[src/rtl/hmsc_pkg.sv]
// Shared types and constants for the hms clock with drift correction and chime.
// Depends on nothing; used by hms_clock_with_drift_and_chime.
package hmsc_pkg;

    // Sequencer states
    typedef enum logic [1:0] {
        SEQ_IDLE,
        SEQ_EXEC,
        SEQ_DIV,
        SEQ_DONE
    } seq_state_t;

    // Input item kinds
    localparam logic [2:0] KIND_TICK  = 3'd0;
    localparam logic [2:0] KIND_MODE  = 3'd1;
    localparam logic [2:0] KIND_UP    = 3'd2;
    localparam logic [2:0] KIND_DOWN  = 3'd3;
    localparam logic [2:0] KIND_ALARM = 3'd4;
    localparam logic [2:0] KIND_SER   = 3'd5;

    // Set modes
    localparam logic [1:0] MODE_NORMAL = 2'd0;
    localparam logic [1:0] MODE_HOUR   = 2'd1;
    localparam logic [1:0] MODE_MINUTE = 2'd2;

    // Serial read commands
    localparam logic [7:0] CMD_HOUR   = 8'd0;
    localparam logic [7:0] CMD_MINUTE = 8'd1;
    localparam logic [7:0] CMD_SECOND = 8'd2;
    localparam logic [7:0] CMD_BEAT_A = 8'd3;
    localparam logic [7:0] CMD_BEAT_B = 8'd4;
    localparam logic [7:0] CMD_MODE   = 8'd5;
    localparam logic [7:0] CMD_ALARM  = 8'd6;
    localparam logic [7:0] CMD_DRIFT  = 8'd7;
    // Serial set command bases
    localparam logic [7:0] CMD_SET_HOUR = 8'd8;
    localparam logic [7:0] CMD_SET_MIN  = 8'd32;
    localparam logic [7:0] CMD_SET_SEC  = 8'd92;
    // First rejected command byte
    localparam logic [7:0] CMD_NAK_BASE = 8'd152;

    localparam logic [7:0] ACK_BYTE = 8'h21;
    localparam logic [7:0] NAK_BYTE = 8'h3F;

    // Configuration register indexes
    localparam logic REG_TPS   = 1'b0;
    localparam logic REG_DRIFT = 1'b1;

    // Reset values
    localparam logic [4:0]  RST_TPS   = 5'd20;
    localparam logic [11:0] RST_DRIFT = 12'd2789;
    localparam logic [5:0]  RST_SEC   = 6'd57;
    localparam logic [5:0]  RST_MIN   = 6'd59;
    localparam logic [4:0]  RST_HOUR  = 5'd11;

    localparam int DIV_STEPS = 12;

endpackage

[src/rtl/hms_clock_with_drift_and_chime.sv]
// Top level of the 24-hour clock with drift correction, hourly chime and serial access.
// Depends on hmsc_pkg.
//
// Usage:
//   Input items enter on the s_ group: s_tuser carries the item kind (tick, mode key,
//   up key, down key, alarm key, serial byte) and s_tdata the serial command byte.
//   Each input item yields exactly one result item on the m_ group: the clock state
//   after the item, plus the serial reply for serial bytes (m_tuser flags it).
//   Registers ticks_per_second (address 0) and drift_period (address 4) are written
//   over the APB-style port while idle (a user rule, unenforced); pready is tied high.
// Sequencing:
//   An accepted item passes through the EXEC and DONE states, and its result is loaded
//   into the output register as the sequencer returns to idle; no new item is taken
//   before then. The drift-counter read command adds the DIV state, where a shared
//   restoring divider runs one quotient bit per cycle, 12 steps.
//   s_tready is high only while the sequencer is idle.
// Reset:
//   rst_n clears the clock to 11:59:57, normal mode, alarm off, chime level high,
//   and restores the register defaults. No result is pending after reset.
// Stall:
//   A finished result sits in the output register until m_tready; the next item is
//   still accepted and worked, and it waits only if its own result finds the output
//   register still full.
module hms_clock_with_drift_and_chime (
    input  logic        clk,
    input  logic        rst_n,
    // input items
    input  logic        s_tvalid,
    output logic        s_tready,
    input  logic [7:0]  s_tdata,   // [7:0] cmd_byte
    input  logic [2:0]  s_tuser,   // [2:0] kind
    // result items
    output logic        m_tvalid,
    input  logic        m_tready,
    output logic [31:0] m_tdata,   // [4:0] hours, [10:5] minutes, [16:11] seconds,
                                   // [18:17] key_mode, [19] alarm_on, [20] half_beat,
                                   // [21] chime_level, [22] drift_pulse,
                                   // [30:23] reply_byte, [31] zero
    output logic [0:0]  m_tuser,   // [0] reply_valid
    // configuration
    input  logic        psel,
    input  logic        penable,
    input  logic        pwrite,
    input  logic [2:0]  paddr,
    input  logic [31:0] pwdata,
    output logic [31:0] prdata,
    output logic        pready
);

    hmsc_pkg::seq_state_t state_reg, state_next;

    // configuration
    logic [4:0]  tps_reg;
    logic [11:0] dp_reg;

    // clock state
    logic [4:0]  tick_reg,  tick_next;
    logic [5:0]  sec_reg,   sec_next;
    logic [5:0]  min_reg,   min_next;
    logic [4:0]  hour_reg,  hour_next;
    logic [11:0] drift_reg, drift_next;
    logic [1:0]  mode_reg,  mode_next;
    logic        alarm_reg, alarm_next;
    logic        beat_reg,  beat_next;
    logic        chime_reg, chime_next;

    // item being worked
    logic [2:0]  kind_reg;
    logic [7:0]  cmd_reg;
    logic        pulse_reg, pulse_next;
    logic        rvalid_reg, rvalid_next;
    logic [7:0]  rbyte_reg, rbyte_next;

    // shared divider
    logic [4:0]  rem_reg,  rem_next;
    logic [11:0] quo_reg,  quo_next;
    logic [4:0]  dvs_reg,  dvs_next;
    logic [3:0]  cnt_reg,  cnt_next;

    // output register
    logic        mval_reg, mval_next;
    logic [31:0] mdata_reg;
    logic        muser_reg;
    logic        load_out;

    // combinational helpers
    logic [4:0]  tc_inc;
    logic [11:0] dc_inc;
    logic [5:0]  sec_adv;
    logic [5:0]  min_adv;
    logic [4:0]  hour_adv;
    logic [12:0] dp_sum;
    logic [4:0]  dp_q;
    logic [5:0]  trial;
    logic [5:0]  trial_diff;
    logic        trial_ge;

    logic cfg_wr;

    assign pready   = 1'b1;
    assign cfg_wr   = psel && penable && pwrite;
    assign prdata   = (paddr[2] == hmsc_pkg::REG_DRIFT) ? {20'd0, dp_reg} : {27'd0, tps_reg};
    assign s_tready = (state_reg == hmsc_pkg::SEQ_IDLE);
    assign m_tvalid = mval_reg;
    assign m_tdata  = mdata_reg;
    assign m_tuser  = muser_reg;

    // drift_period / 255 by reciprocal: (x + (x >> 8) + 1) >> 8, exact for 12-bit x
    assign dp_sum = {1'b0, dp_reg} + {5'd0, dp_reg[11:8]} + 13'd1;
    assign dp_q   = (dp_sum[12:8] == 5'd0) ? 5'd1 : dp_sum[12:8];

    // one restoring step of the shared divider
    assign trial      = {rem_reg, quo_reg[11]};
    assign trial_diff = trial - {1'b0, dvs_reg};
    assign trial_ge   = (trial >= {1'b0, dvs_reg});

    assign tc_inc = tick_reg + 5'd1;
    assign dc_inc = drift_reg + 12'd1;

    assign load_out = (state_reg == hmsc_pkg::SEQ_DONE) && (!mval_reg || m_tready);

    always_comb
    begin
        state_next  = state_reg;
        tick_next   = tick_reg;
        sec_next    = sec_reg;
        min_next    = min_reg;
        hour_next   = hour_reg;
        drift_next  = drift_reg;
        mode_next   = mode_reg;
        alarm_next  = alarm_reg;
        beat_next   = beat_reg;
        chime_next  = chime_reg;
        pulse_next  = pulse_reg;
        rvalid_next = rvalid_reg;
        rbyte_next  = rbyte_reg;
        rem_next    = rem_reg;
        quo_next    = quo_reg;
        dvs_next    = dvs_reg;
        cnt_next    = cnt_reg;
        sec_adv     = sec_reg;
        min_adv     = min_reg;
        hour_adv    = hour_reg;
        mval_next   = mval_reg;

        if (mval_reg && m_tready)
        begin
            mval_next = 1'b0;
        end

        case (state_reg)
            hmsc_pkg::SEQ_IDLE:
            begin
                if (s_tvalid)
                begin
                    state_next = hmsc_pkg::SEQ_EXEC;
                end
            end

            hmsc_pkg::SEQ_EXEC:
            begin
                pulse_next  = 1'b0;
                rvalid_next = 1'b0;
                rbyte_next  = 8'd0;
                state_next  = hmsc_pkg::SEQ_DONE;
                case (kind_reg)
                    hmsc_pkg::KIND_TICK:
                    begin
                        if (tc_inc >= tps_reg)
                        begin
                            tick_next = 5'd0;
                            sec_adv   = sec_reg + 6'd1;
                            if (dc_inc >= dp_reg)
                            begin
                                drift_next = 12'd0;
                                sec_adv    = sec_reg + 6'd2;
                                pulse_next = 1'b1;
                            end
                            else
                            begin
                                drift_next = dc_inc;
                            end
                            beat_next = ~beat_reg;
                            // carry seconds into minutes into hours
                            if (sec_adv >= 6'd60)
                            begin
                                sec_adv = sec_adv - 6'd60;
                                min_adv = min_reg + 6'd1;
                            end
                            if (min_adv >= 6'd60)
                            begin
                                min_adv  = min_adv - 6'd60;
                                hour_adv = hour_reg + 5'd1;
                            end
                            if (hour_adv >= 5'd24)
                            begin
                                hour_adv = hour_adv - 5'd24;
                            end
                            sec_next  = sec_adv;
                            min_next  = min_adv;
                            hour_next = hour_adv;
                            if (alarm_reg && (mode_reg == hmsc_pkg::MODE_NORMAL) &&
                                (min_adv == 6'd0) && (sec_adv <= 6'd1))
                            begin
                                chime_next = ~chime_reg;
                            end
                        end
                        else
                        begin
                            tick_next = tc_inc;
                        end
                    end

                    hmsc_pkg::KIND_MODE:
                    begin
                        if (mode_reg >= hmsc_pkg::MODE_MINUTE)
                        begin
                            mode_next  = hmsc_pkg::MODE_NORMAL;
                            sec_next   = 6'd0;
                            tick_next  = 5'd0;
                            drift_next = 12'd0;
                        end
                        else
                        begin
                            mode_next = mode_reg + 2'd1;
                        end
                    end

                    hmsc_pkg::KIND_UP:
                    begin
                        if (mode_reg == hmsc_pkg::MODE_HOUR)
                        begin
                            hour_next = (hour_reg >= 5'd23) ? 5'd0 : hour_reg + 5'd1;
                        end
                        else if (mode_reg == hmsc_pkg::MODE_MINUTE)
                        begin
                            min_next = (min_reg >= 6'd59) ? 6'd0 : min_reg + 6'd1;
                        end
                    end

                    hmsc_pkg::KIND_DOWN:
                    begin
                        if (mode_reg == hmsc_pkg::MODE_HOUR)
                        begin
                            hour_next = (hour_reg == 5'd0 || hour_reg > 5'd23) ?
                                        5'd23 : hour_reg - 5'd1;
                        end
                        else if (mode_reg == hmsc_pkg::MODE_MINUTE)
                        begin
                            min_next = (min_reg == 6'd0 || min_reg > 6'd59) ?
                                       6'd59 : min_reg - 6'd1;
                        end
                    end

                    hmsc_pkg::KIND_ALARM:
                    begin
                        if (mode_reg != hmsc_pkg::MODE_NORMAL)
                        begin
                            mode_next = hmsc_pkg::MODE_NORMAL;
                        end
                        else if (!((min_reg == 6'd0) && (sec_reg <= 6'd1)))
                        begin
                            alarm_next = ~alarm_reg;
                        end
                    end

                    hmsc_pkg::KIND_SER:
                    begin
                        rvalid_next = 1'b1;
                        case (cmd_reg) inside
                            hmsc_pkg::CMD_HOUR:   rbyte_next = {3'd0, hour_reg};
                            hmsc_pkg::CMD_MINUTE: rbyte_next = {2'd0, min_reg};
                            hmsc_pkg::CMD_SECOND: rbyte_next = {2'd0, sec_reg};
                            hmsc_pkg::CMD_BEAT_A,
                            hmsc_pkg::CMD_BEAT_B: rbyte_next = {7'd0, beat_reg};
                            hmsc_pkg::CMD_MODE:   rbyte_next = {6'd0, mode_reg};
                            hmsc_pkg::CMD_ALARM:  rbyte_next = {7'd0, alarm_reg};
                            hmsc_pkg::CMD_DRIFT:
                            begin
                                // start the divider: drift_count / divisor
                                rem_next   = 5'd0;
                                quo_next   = drift_reg;
                                dvs_next   = dp_q;
                                cnt_next   = 4'(hmsc_pkg::DIV_STEPS - 1);
                                state_next = hmsc_pkg::SEQ_DIV;
                            end
                            [hmsc_pkg::CMD_SET_HOUR:hmsc_pkg::CMD_SET_MIN - 8'd1]:
                            begin
                                hour_next  = 5'(cmd_reg - hmsc_pkg::CMD_SET_HOUR);
                                rbyte_next = hmsc_pkg::ACK_BYTE;
                            end
                            [hmsc_pkg::CMD_SET_MIN:hmsc_pkg::CMD_SET_SEC - 8'd1]:
                            begin
                                min_next   = 6'(cmd_reg - hmsc_pkg::CMD_SET_MIN);
                                rbyte_next = hmsc_pkg::ACK_BYTE;
                            end
                            [hmsc_pkg::CMD_SET_SEC:hmsc_pkg::CMD_NAK_BASE - 8'd1]:
                            begin
                                sec_next   = 6'(cmd_reg - hmsc_pkg::CMD_SET_SEC);
                                drift_next = 12'd0;
                                tick_next  = 5'd0;
                                rbyte_next = hmsc_pkg::ACK_BYTE;
                            end
                            default:
                            begin
                                rbyte_next = hmsc_pkg::NAK_BYTE;
                            end
                        endcase
                    end

                    default:
                    begin
                        // unknown kind: report state, no reply
                    end
                endcase
            end

            hmsc_pkg::SEQ_DIV:
            begin
                rem_next = trial_ge ? trial_diff[4:0] : trial[4:0];
                quo_next = {quo_reg[10:0], trial_ge};
                cnt_next = cnt_reg - 4'd1;
                if (cnt_reg == 4'd0)
                begin
                    rbyte_next = {quo_reg[6:0], trial_ge};
                    state_next = hmsc_pkg::SEQ_DONE;
                end
            end

            hmsc_pkg::SEQ_DONE:
            begin
                if (load_out)
                begin
                    mval_next  = 1'b1;
                    state_next = hmsc_pkg::SEQ_IDLE;
                end
            end

            default:
            begin
                state_next = hmsc_pkg::SEQ_IDLE;
            end
        endcase
    end

    always_ff @(posedge clk or negedge rst_n)
    begin
        if (!rst_n)
        begin
            state_reg <= hmsc_pkg::SEQ_IDLE;
            tps_reg   <= hmsc_pkg::RST_TPS;
            dp_reg    <= hmsc_pkg::RST_DRIFT;
            tick_reg  <= 5'd0;
            sec_reg   <= hmsc_pkg::RST_SEC;
            min_reg   <= hmsc_pkg::RST_MIN;
            hour_reg  <= hmsc_pkg::RST_HOUR;
            drift_reg <= 12'd0;
            mode_reg  <= hmsc_pkg::MODE_NORMAL;
            alarm_reg <= 1'b0;
            beat_reg  <= 1'b0;
            chime_reg <= 1'b1;
            cnt_reg   <= 4'd0;
            mval_reg  <= 1'b0;
        end
        else
        begin
            state_reg <= state_next;
            tick_reg  <= tick_next;
            sec_reg   <= sec_next;
            min_reg   <= min_next;
            hour_reg  <= hour_next;
            drift_reg <= drift_next;
            mode_reg  <= mode_next;
            alarm_reg <= alarm_next;
            beat_reg  <= beat_next;
            chime_reg <= chime_next;
            cnt_reg   <= cnt_next;
            mval_reg  <= mval_next;
            if (cfg_wr && paddr[2] == hmsc_pkg::REG_TPS)
            begin
                tps_reg <= pwdata[4:0];
            end
            if (cfg_wr && paddr[2] == hmsc_pkg::REG_DRIFT)
            begin
                dp_reg <= pwdata[11:0];
            end
        end
    end

    // payload: item, divider and output register
    always_ff @(posedge clk)
    begin
        if (s_tvalid && s_tready)
        begin
            kind_reg <= s_tuser;
            cmd_reg  <= s_tdata;
        end
        pulse_reg  <= pulse_next;
        rvalid_reg <= rvalid_next;
        rbyte_reg  <= rbyte_next;
        rem_reg    <= rem_next;
        quo_reg    <= quo_next;
        dvs_reg    <= dvs_next;
        if (load_out)
        begin
            mdata_reg <= {1'b0, rbyte_reg, pulse_reg, chime_reg, beat_reg, alarm_reg,
                          mode_reg, sec_reg, min_reg, hour_reg};
            muser_reg <= rvalid_reg;
        end
    end

    // an accepted item closes the input until its result is loaded into the output register
    a_one_item: assert property (@(posedge clk) disable iff (!rst_n)
        (s_tvalid && s_tready) |=> !s_tready)
        else $error("item accepted while another is in work");

    // shown time stays in range
    a_time_range: assert property (@(posedge clk) disable iff (!rst_n)
        m_tvalid |-> (m_tdata[4:0] < 5'd24 && m_tdata[10:5] < 6'd60 &&
                      m_tdata[16:11] < 6'd60))
        else $error("time field out of range");

    // no reply byte without a reply
    a_reply_zero: assert property (@(posedge clk) disable iff (!rst_n)
        (m_tvalid && !m_tuser[0]) |-> (m_tdata[30:23] == 8'd0))
        else $error("reply byte set without reply");

    // the divider never runs with a zero divisor
    a_div_nonzero: assert property (@(posedge clk) disable iff (!rst_n)
        (state_reg == hmsc_pkg::SEQ_DIV) |-> (dvs_reg != 5'd0))
        else $error("divider running with zero divisor");

    // a result waiting on a stalled receiver is not overwritten
    a_out_hold: assert property (@(posedge clk) disable iff (!rst_n)
        (m_tvalid && !m_tready) |=> (m_tvalid && $stable(m_tdata)))
        else $error("stalled result changed");

endmodule
[config.mk]
export PLATFORM = sky130hd
export DESIGN_NAME = hms_clock_with_drift_and_chime
export DESIGN_NICKNAME = d
export VERILOG_FILES = /design/src/rtl/hmsc_pkg.sv /design/src/rtl/hms_clock_with_drift_and_chime.sv
export SDC_FILE = /design/constraint.sdc
export NUM_CORES = 1
export LEC_CHECK = 0
export BUFFER_PORTS_ARGS = -buffer_cell sky130_fd_sc_hd__buf_2
export CAP_MARGIN = 20
export CORE_MARGIN = 2
export CORE_UTILIZATION = 30
export DETAILED_ROUTE_END_ITERATION = 12
export PLACE_DENSITY_LB_ADDON = 0.12
export SLEW_MARGIN = 10
export SYNTH_ARGS = -nofsm -noshare
export SYNTH_HDL_FRONTEND = slang
export SYNTH_SLANG_ARGS = --single-unit
[constraint.sdc]
create_clock -name clk -period 11.2 [get_ports clk]
set_clock_uncertainty 0.15 [all_clocks]
set_input_delay 1.68 -clock clk [delete_from_list [all_inputs] [get_ports clk]]
set_output_delay 1.68 -clock clk [all_outputs]
set_load 0.02 [all_outputs]
Yosys cells after proc, flatten, opt, wreduce, memory -nomap -nowiden. Index checks and enable logic that the tools add are counted.

Add/sub/neg operators: 19. Multiply operators: 0. Div/mod/pow operators: 0. Magnitude comparators: 19. Equal/unequal tests: 49. Shift-type cells: 0. Muxes and demuxes: 154. Bitwise logic cells: 12. Reduce and logical (&&, ||, !) cells: 46.

Operators with widths (number): 6-bit two-way mux (52); 12-bit two-way mux (22); 5-bit two-way mux (42); 2-bit != test, second input constant (32); 12-bit one-hot mux with 3 select lines (1); 8-bit by 3-bit == test with 1-bit output, second input constant (4); 4-bit two-way mux (8); 13-bit AND reduction (2); 12-bit one-hot mux with 2 select lines (1); 6-bit one-hot mux with 4 select lines (1); 5-bit one-hot mux with 4 select lines (1); 6-bit >= comparator, second input constant (3); 6-bit one-hot mux with 3 select lines (1); 9-bit AND reduction (2); 6-bit subtractor, second input constant (3); 8-bit by 2-bit == test with 1-bit output, second input constant (2); 8-bit one-hot mux with 2 select lines (1); 16-bit AND reduction (1); 5-bit one-hot mux with 3 select lines (1); 1-bit logical AND (14); 14-bit AND reduction (1); 12-bit by 4-bit adder with 13-bit output (1); 13-bit by 1-bit adder with 13-bit output, second input constant (1); 12-bit by 1-bit adder with 12-bit output, second input constant (1); other kinds (54) (101).

Bits in registers: 138. Bits in latches: 0. Bits in writable memories: 0. ROM bits: 0. Input port bits: 53. Output and inout port bits: 68. Logic and storage cells: 323. Memories: 0.

Logic depth before layout (Yosys ltp).
Depth after elaboration: 20. Gate-level depth with buffers: 21. Mapped depth without buffers: 19.

Worst setup path after synthesis. Ideal clock, no wire load.

Kind: register to register. Start point: register drift_reg[0]. End point: register min_reg[3]. Setup time: 76 ps. Arrival: 4647 ps. Data required time: 10974 ps. Slack: 6327 ps. Cell stages (with the launch flop): 22. Buffers on the path: 2. Period minus slack after synthesis: 4873 ps. Cells stage by stage: dfrtp_1 > ha_1 > nand3_1 > nor2_1 > and3_1 > nand3_1 > xnor2_1 > ha_1 > nand4_1 > nor3_1 > a2111o_1 > o31ai_1 > xor2_1 > inv_1 > ha_1 > a21bo_1 > buf_4 > o311a_1 > o311a_1 > buf_6 > o41a_1 > o22ai_2.

Longest elaborated chain between the ends: 18. Elaborated cells between the ends (all ways): 19. Classes of those cells: add/sub: 2; order compare: 3; mux: 14.

Ends and longest elaborated chain: start, declared (RTL line hms_clock_with_drift_and_chime.sv:61) `logic [11:0] drift_reg, drift_next;`; start signal, assigned (RTL line hms_clock_with_drift_and_chime.sv:372) `drift_reg <= drift_next;`; 12-bit by 1-bit adder with 12-bit output (*) (RTL line hms_clock_with_drift_and_chime.sv:118) `assign dc_inc = drift_reg + 12'd1;`; 12-bit >= comparator (*) (RTL line hms_clock_with_drift_and_chime.sv:173) `if (dc_inc >= dp_reg)`; 6-bit two-way mux (*) (RTL line hms_clock_with_drift_and_chime.sv:173); 6-bit two-way mux (*) (RTL line hms_clock_with_drift_and_chime.sv:169) `if (tc_inc >= tps_reg)`; 6-bit two-way mux (*) (RTL line hms_clock_with_drift_and_chime.sv:166) `case (kind_reg)`; 6-bit two-way mux (*) (RTL line hms_clock_with_drift_and_chime.sv:151) `case (state_reg)`; 6-bit >= comparator (*) (RTL line hms_clock_with_drift_and_chime.sv:185) `if (sec_adv >= 6'd60)`; 6-bit two-way mux (*) (RTL line hms_clock_with_drift_and_chime.sv:185); (+2 left out); 6-bit two-way mux (*) (RTL line hms_clock_with_drift_and_chime.sv:151); 6-bit subtractor / 6-bit >= comparator (equally long branches) (RTL line hms_clock_with_drift_and_chime.sv:192, hms_clock_with_drift_and_chime.sv:190); 6-bit two-way mux (*) (RTL line hms_clock_with_drift_and_chime.sv:190) `if (min_adv >= 6'd60)`; 6-bit two-way mux (*) (RTL line hms_clock_with_drift_and_chime.sv:169); 6-bit two-way mux (*) (RTL line hms_clock_with_drift_and_chime.sv:166); 6-bit two-way mux (*) (RTL line hms_clock_with_drift_and_chime.sv:151); 6-bit two-way mux (*) (RTL line hms_clock_with_drift_and_chime.sv:169); 6-bit one-hot mux with 4 select lines (*) (RTL line hms_clock_with_drift_and_chime.sv:166); end signal, assigned (RTL line hms_clock_with_drift_and_chime.sv:355) `min_reg <= hmsc_pkg::RST_MIN;`; end signal, assigned (RTL line hms_clock_with_drift_and_chime.sv:370) `min_reg <= min_next;`; end, declared (RTL line hms_clock_with_drift_and_chime.sv:59) `logic [5:0] min_reg, min_next;`.

Every way passes the cells marked *; elsewhere a longest branch is shown, timed or not. The select of a mux whose other input is x is not followed. A chain may end at the register's enable or synchronous reset.

Worst setup path after layout.
Start point: register drift_reg[0]. End point: register chime_reg.

Longest elaborated chain between the ends: 20. Elaborated cells between the ends (all ways): 27. Classes of those cells: add/sub: 3; order compare: 4; mux: 16; reduce/logical: 4.

Ends and longest elaborated chain: 12-bit by 1-bit adder with 12-bit output (*) (RTL line hms_clock_with_drift_and_chime.sv:118); 12-bit >= comparator (*) (RTL line hms_clock_with_drift_and_chime.sv:173); 6-bit two-way mux (*) (RTL line hms_clock_with_drift_and_chime.sv:173); 6-bit two-way mux (*) (RTL line hms_clock_with_drift_and_chime.sv:169); 6-bit two-way mux (*) (RTL line hms_clock_with_drift_and_chime.sv:166); 6-bit two-way mux (*) (RTL line hms_clock_with_drift_and_chime.sv:151); 6-bit >= comparator (RTL line hms_clock_with_drift_and_chime.sv:185); 6-bit two-way mux (RTL line hms_clock_with_drift_and_chime.sv:185); (+4 left out); 6-bit two-way mux (RTL line hms_clock_with_drift_and_chime.sv:190); 6-bit two-way mux (RTL line hms_clock_with_drift_and_chime.sv:169); 6-bit two-way mux (RTL line hms_clock_with_drift_and_chime.sv:166); 6-bit two-way mux (RTL line hms_clock_with_drift_and_chime.sv:151); 6-bit logical NOT (RTL line hms_clock_with_drift_and_chime.sv:203) `(min_adv == 6'd0) && (sec_adv <= 6'd1))`; 1-bit logical AND (RTL line hms_clock_with_drift_and_chime.sv:202) `if (alarm_reg && (mode_reg == hmsc_pkg::MODE_NORMAL) &&`; 1-bit logical AND (*) (RTL line hms_clock_with_drift_and_chime.sv:203); 4-bit AND reduction (no source line) (*); end signal, assigned (RTL line hms_clock_with_drift_and_chime.sv:376) `chime_reg <= chime_next;`; end, declared (RTL line hms_clock_with_drift_and_chime.sv:65) `logic chime_reg, chime_next;`.

Marks and branches as above.

==> results_tabular.tex <==
\begin{tabular}{lr}
\hline
Metric & Value \\
\hline
\multicolumn{2}{l}{\textbf{Cells and area}} \\
Most frequent cells in the layout & sky130\_fd\_sc\_hd\_\_nand2\_1 (92), sky130\_fd\_sc\_hd\_\_o21ai\_0 (76), sky130\_fd\_sc\_hd\_\_buf\_2 (76), sky130\_fd\_sc\_hd\_\_edfxtp\_1 (75), sky130\_fd\_sc\_hd\_\_inv\_1 (58) \\
Final net count & 1,028 \\
Commonest non-fill, non-tap cell in the layout & sky130\_fd\_sc\_hd\_\_nand2\_1 \\
Finished Core Util & 0.349 \\
Area growth from synthesis to final layout & 14.5\% \\
Layout cell share with drive strength beyond 1 & 0.177 \\
Flip-flop count of the largest register after layout & 31 \\
Number of diodes & 0 \\
\multicolumn{2}{l}{\textbf{Clock network}} \\
Clock latency on the worst-skew pair & 0.42 ns \\
CTS clk-pin slew, worst paths & 0.06 ns \\
Root buffer cell & sky130\_fd\_sc\_hd\_\_clkbuf\_16 \\
Maximum number of buffers from clock root to sink & 2 \\
Count of buffers added by post-CTS timing repair for setup & 0 \\
Cells resized by post-CTS repair & 0 \\
Max H-tree Level & 4 \\
Number of buffers added by the clock tree synthesis step & 17 \\
Number of sinks on the clock net & 138 \\
Number of buffers inserted for hold repair after clock tree synthesis & 0 \\
TritonCTS clock tree & yes \\
\multicolumn{2}{l}{\textbf{Die}} \\
DIE HEIGHT & 172 um \\
Die outline area & 0.0295 mm\^{}2 \\
Effective utilization at floorplan & 0.305 \\
I/O Pins & 121 \\
Area inside the core boundary & 0.0277 mm\^{}2 \\
Die boundary width & 172 um \\
Placement row count & 61 \\
\multicolumn{2}{l}{\textbf{STA}} \\
Top achievable clock speed & 0.166 GHz \\
Unrepaired setup endpoints after global routing & no \\
Min Clock Period, post-route & 6.04 ns \\
Fraction of the cycle the final worst path needs & 0.539 \\
Hold Vio Cnt, Final & 0 \\
Measured slew at the worst slew-check pin & 1.03 ns \\
Worst slew margin & 0.303 \\
Setup Total Neg Slack & 0 ns \\
Number of endpoints failing setup at the final stage & 0 \\
Total count of max-transition violations in the final report & 0 \\
\multicolumn{2}{l}{\textbf{Worst setup path}} \\
CP max FO & 10 \\
Type of origin of the critical path & flip-flop \\
Critical Path RT & 11.39 ns \\
Type of the worst setup path & flip-flop to flip-flop \\
CP delay by family, top & compound AO/OA/AOI/OAI gates \\
Critical path data arrival time & 6.23 ns \\
Max incr delay on CP & 0.67 ns \\
Number of buffer and inverter instances along the worst setup path & 1 \\
Type of element capturing the critical path & flip-flop \\
Cell type of the slowest stage on the worst timing path & sky130\_fd\_sc\_hd\_\_a2111oi\_2 \\
CP most frequent cell & sky130\_fd\_sc\_hd\_\_ha\_1 \\
Cells along the critical path & ha\_1 > nand3\_1 > nor2\_1 > and3\_1 > nand3\_1 > xnor2\_1 > ha\_1 > nand4\_1 > nor3\_1 > a2111oi\_2 > nand2\_1 > a21oi\_1 > inv\_1 > ha\_1 > a21bo\_1 > nor3\_1 > o311a\_1 > o2111ai\_1 > xnor2\_1 \\
\multicolumn{2}{l}{\textbf{Placement}} \\
Number of buffer cells added on primary ports & 76 \\
Placer Congestion & 0.775 \\
Estimated wirelength of the detail-placed design & 15,800 um \\
\multicolumn{2}{l}{\textbf{Logic synthesis}} \\
Post-synthesis async set-or-reset flop share & 0.457 \\
Most used flip-flop cell after synthesis & sky130\_fd\_sc\_hd\_\_edfxtp\_1 \\
Synth cell types & 75 \\
Synthesis Warnings & 0 \\
Sequential fraction of the synthesis area & 0.457 \\
Number of flip-flops and latches in the synthesized netlist & 138 \\
Number of cells produced by synthesis & 863 \\
Post-Synthesis Cell Area & 0.00844 mm\^{}2 \\
Mapped Avg Cell Area & 9.78 um\^{}2 \\
Number of synthesized flops with an enable pin & 75 \\
\multicolumn{2}{l}{\textbf{Global routing}} \\
Via count of the first global-routing pass & 6,185 \\
Maximum number of pins on one net before global-route repair & 64 \\
First-pass GRT wire length & 34,900 um \\
Number of antenna violations at the first check in global routing & 0 \\
Overall routing resource usage & 0.154 \\
Remaining Overflow, GRT & 0 \\
\multicolumn{2}{l}{\textbf{Routing}} \\
Total number of vias & 6,456 \\
Antenna viol nets, final & 0 \\
Number of detailed-routing iterations run before antenna repair & 4 \\
Number of DRC violations after detailed-routing iteration 0 & 398 \\
Total wirelength of the detailed-routed design & 22,000 um \\
Post-detailed-route wirelength per cell & 16.7 um \\
Number of DRC violations after detailed routing & 0 \\
Post-detailed-route via-to-cell ratio & 4.91 \\
\multicolumn{2}{l}{\textbf{Status}} \\
Status & completed \\
\multicolumn{2}{l}{\textbf{Pwr}} \\
VDD IR max & 71.8 uV \\
Leakage dissipation & 4.01 nW \\
Power density relative to cell area & 238 mW/mm\^{}2 \\
\multicolumn{2}{l}{\textbf{Min path}} \\
Worst hold path type & flip-flop to flip-flop \\
\multicolumn{2}{l}{\textbf{Job}} \\
Number of maximum-capacitance violations & 0 \\
\hline
\end{tabular}
layer usage:
metal | global-route usage | up-vias | part of all wire
li1 | - | 3214 | -
met1 | 0.232 | 3085 | 0.52
met2 | 0.224 | 139 | 0.42
met3 | 0.0276 | 18 | 0.044
met4 | 0.0413 | 0 | 0.012
met5 | 0 | - | 0
stage by stage:
| step | cell area [um^2] | setup slack, ns | hold WS (ns) | total power [mW] | instances |
|---|---|---|---|---|---|
| 2_1_floorplan | 8510 | 6.33 | 0.250 | 1.50 | 883 |
| 3_3_place_gp | 9090 | 5.21 | 0.256 | 1.77 | 1284 |
| 3_5_place_dp | 9090 | 5.18 | 0.255 | 1.77 | 1284 |
| 4_1_cts | 9660 | 5.15 | 0.267 | 2.33 | 1316 |
| 5_1_grt | 9660 | 4.70 | 0.277 | 2.47 | 1316 |
| 6_report | 9660 | 5.16 | 0.266 | 2.30 | 1316 |
final timing paths:
check	startpoint	endpoint	slack, ns	cells past startpoint
min in group asynchronous	rst_n	dp_reg[4]	1.32	2
max reg2reg	drift_reg[0]	chime_reg	5.16	19
max in group asynchronous	rst_n	hour_reg[2]	8.97	2
min reg2reg	rbyte_reg[1]	m_tdata[24]	0.27	0
max	drift_reg[0]	chime_reg	5.16	19
min	rbyte_reg[1]	m_tdata[24]	0.27	0
synthesized netlist by cell type, types with 23 or more instances:
master	instances	area, um^2
sky130_fd_sc_hd__nor2_1	52	195
sky130_fd_sc_hd__edfxtp_1	75	2250
sky130_fd_sc_hd__o21ai_0	76	380
sky130_fd_sc_hd__clkbuf_1	32	120
sky130_fd_sc_hd__inv_1	58	218
sky130_fd_sc_hd__mux2_2	23	259
sky130_fd_sc_hd__ha_1	49	613
sky130_fd_sc_hd__nand3_1	29	145
sky130_fd_sc_hd__a21oi_1	40	200
sky130_fd_sc_hd__nand2_1	92	345
sky130_fd_sc_hd__buf_4	23	173
sky130_fd_sc_hd__dfrtp_1	41	1030
sky130_fd_sc_hd__nor3_1	25	125
power by group:
group | switching [mW] | internal, mW
sequential | 0.170 | 0.770
combinational | 0.519 | 0.294
clock | 0.232 | 0.313
total | 0.921 | 1.38
area by class of cell:
class                   count  area, um^2
fillers                  2839       18000
flip-flops and latches    138        3860
repair buffers             81         418
well taps                 378         473
multi-input cells         628        4120
clock buffers              21         483
inverters                  59         221
clock inverters            11        82.6
cells by family after synthesis:
kind of cell,count (synthesis),share of synthesized area
DFF,138,0.457
buffers and inverters,117,0.0633
and+or+nand+nor,279,0.161
AOI/OAI and AO/OA,211,0.164
xor gates and xnor gates,35,0.0363
muxes,31,0.0423
adders and majority gates,50,0.0750
other,2,0.000890
worst register-to-register path, delay by kind of cell, from the launching register on:
kind	cells	cell delay, ns
AO/OA/AOI/OAI	5	2.54
AND/OR/NAND/NOR	8	1.52
adder cells (fa/ha/maj)	3	0.77
flip-flops	1	0.50
XOR/XNOR	2	0.39
buffers and inverters	1	0.10
(Power assumes the default switching activity.)
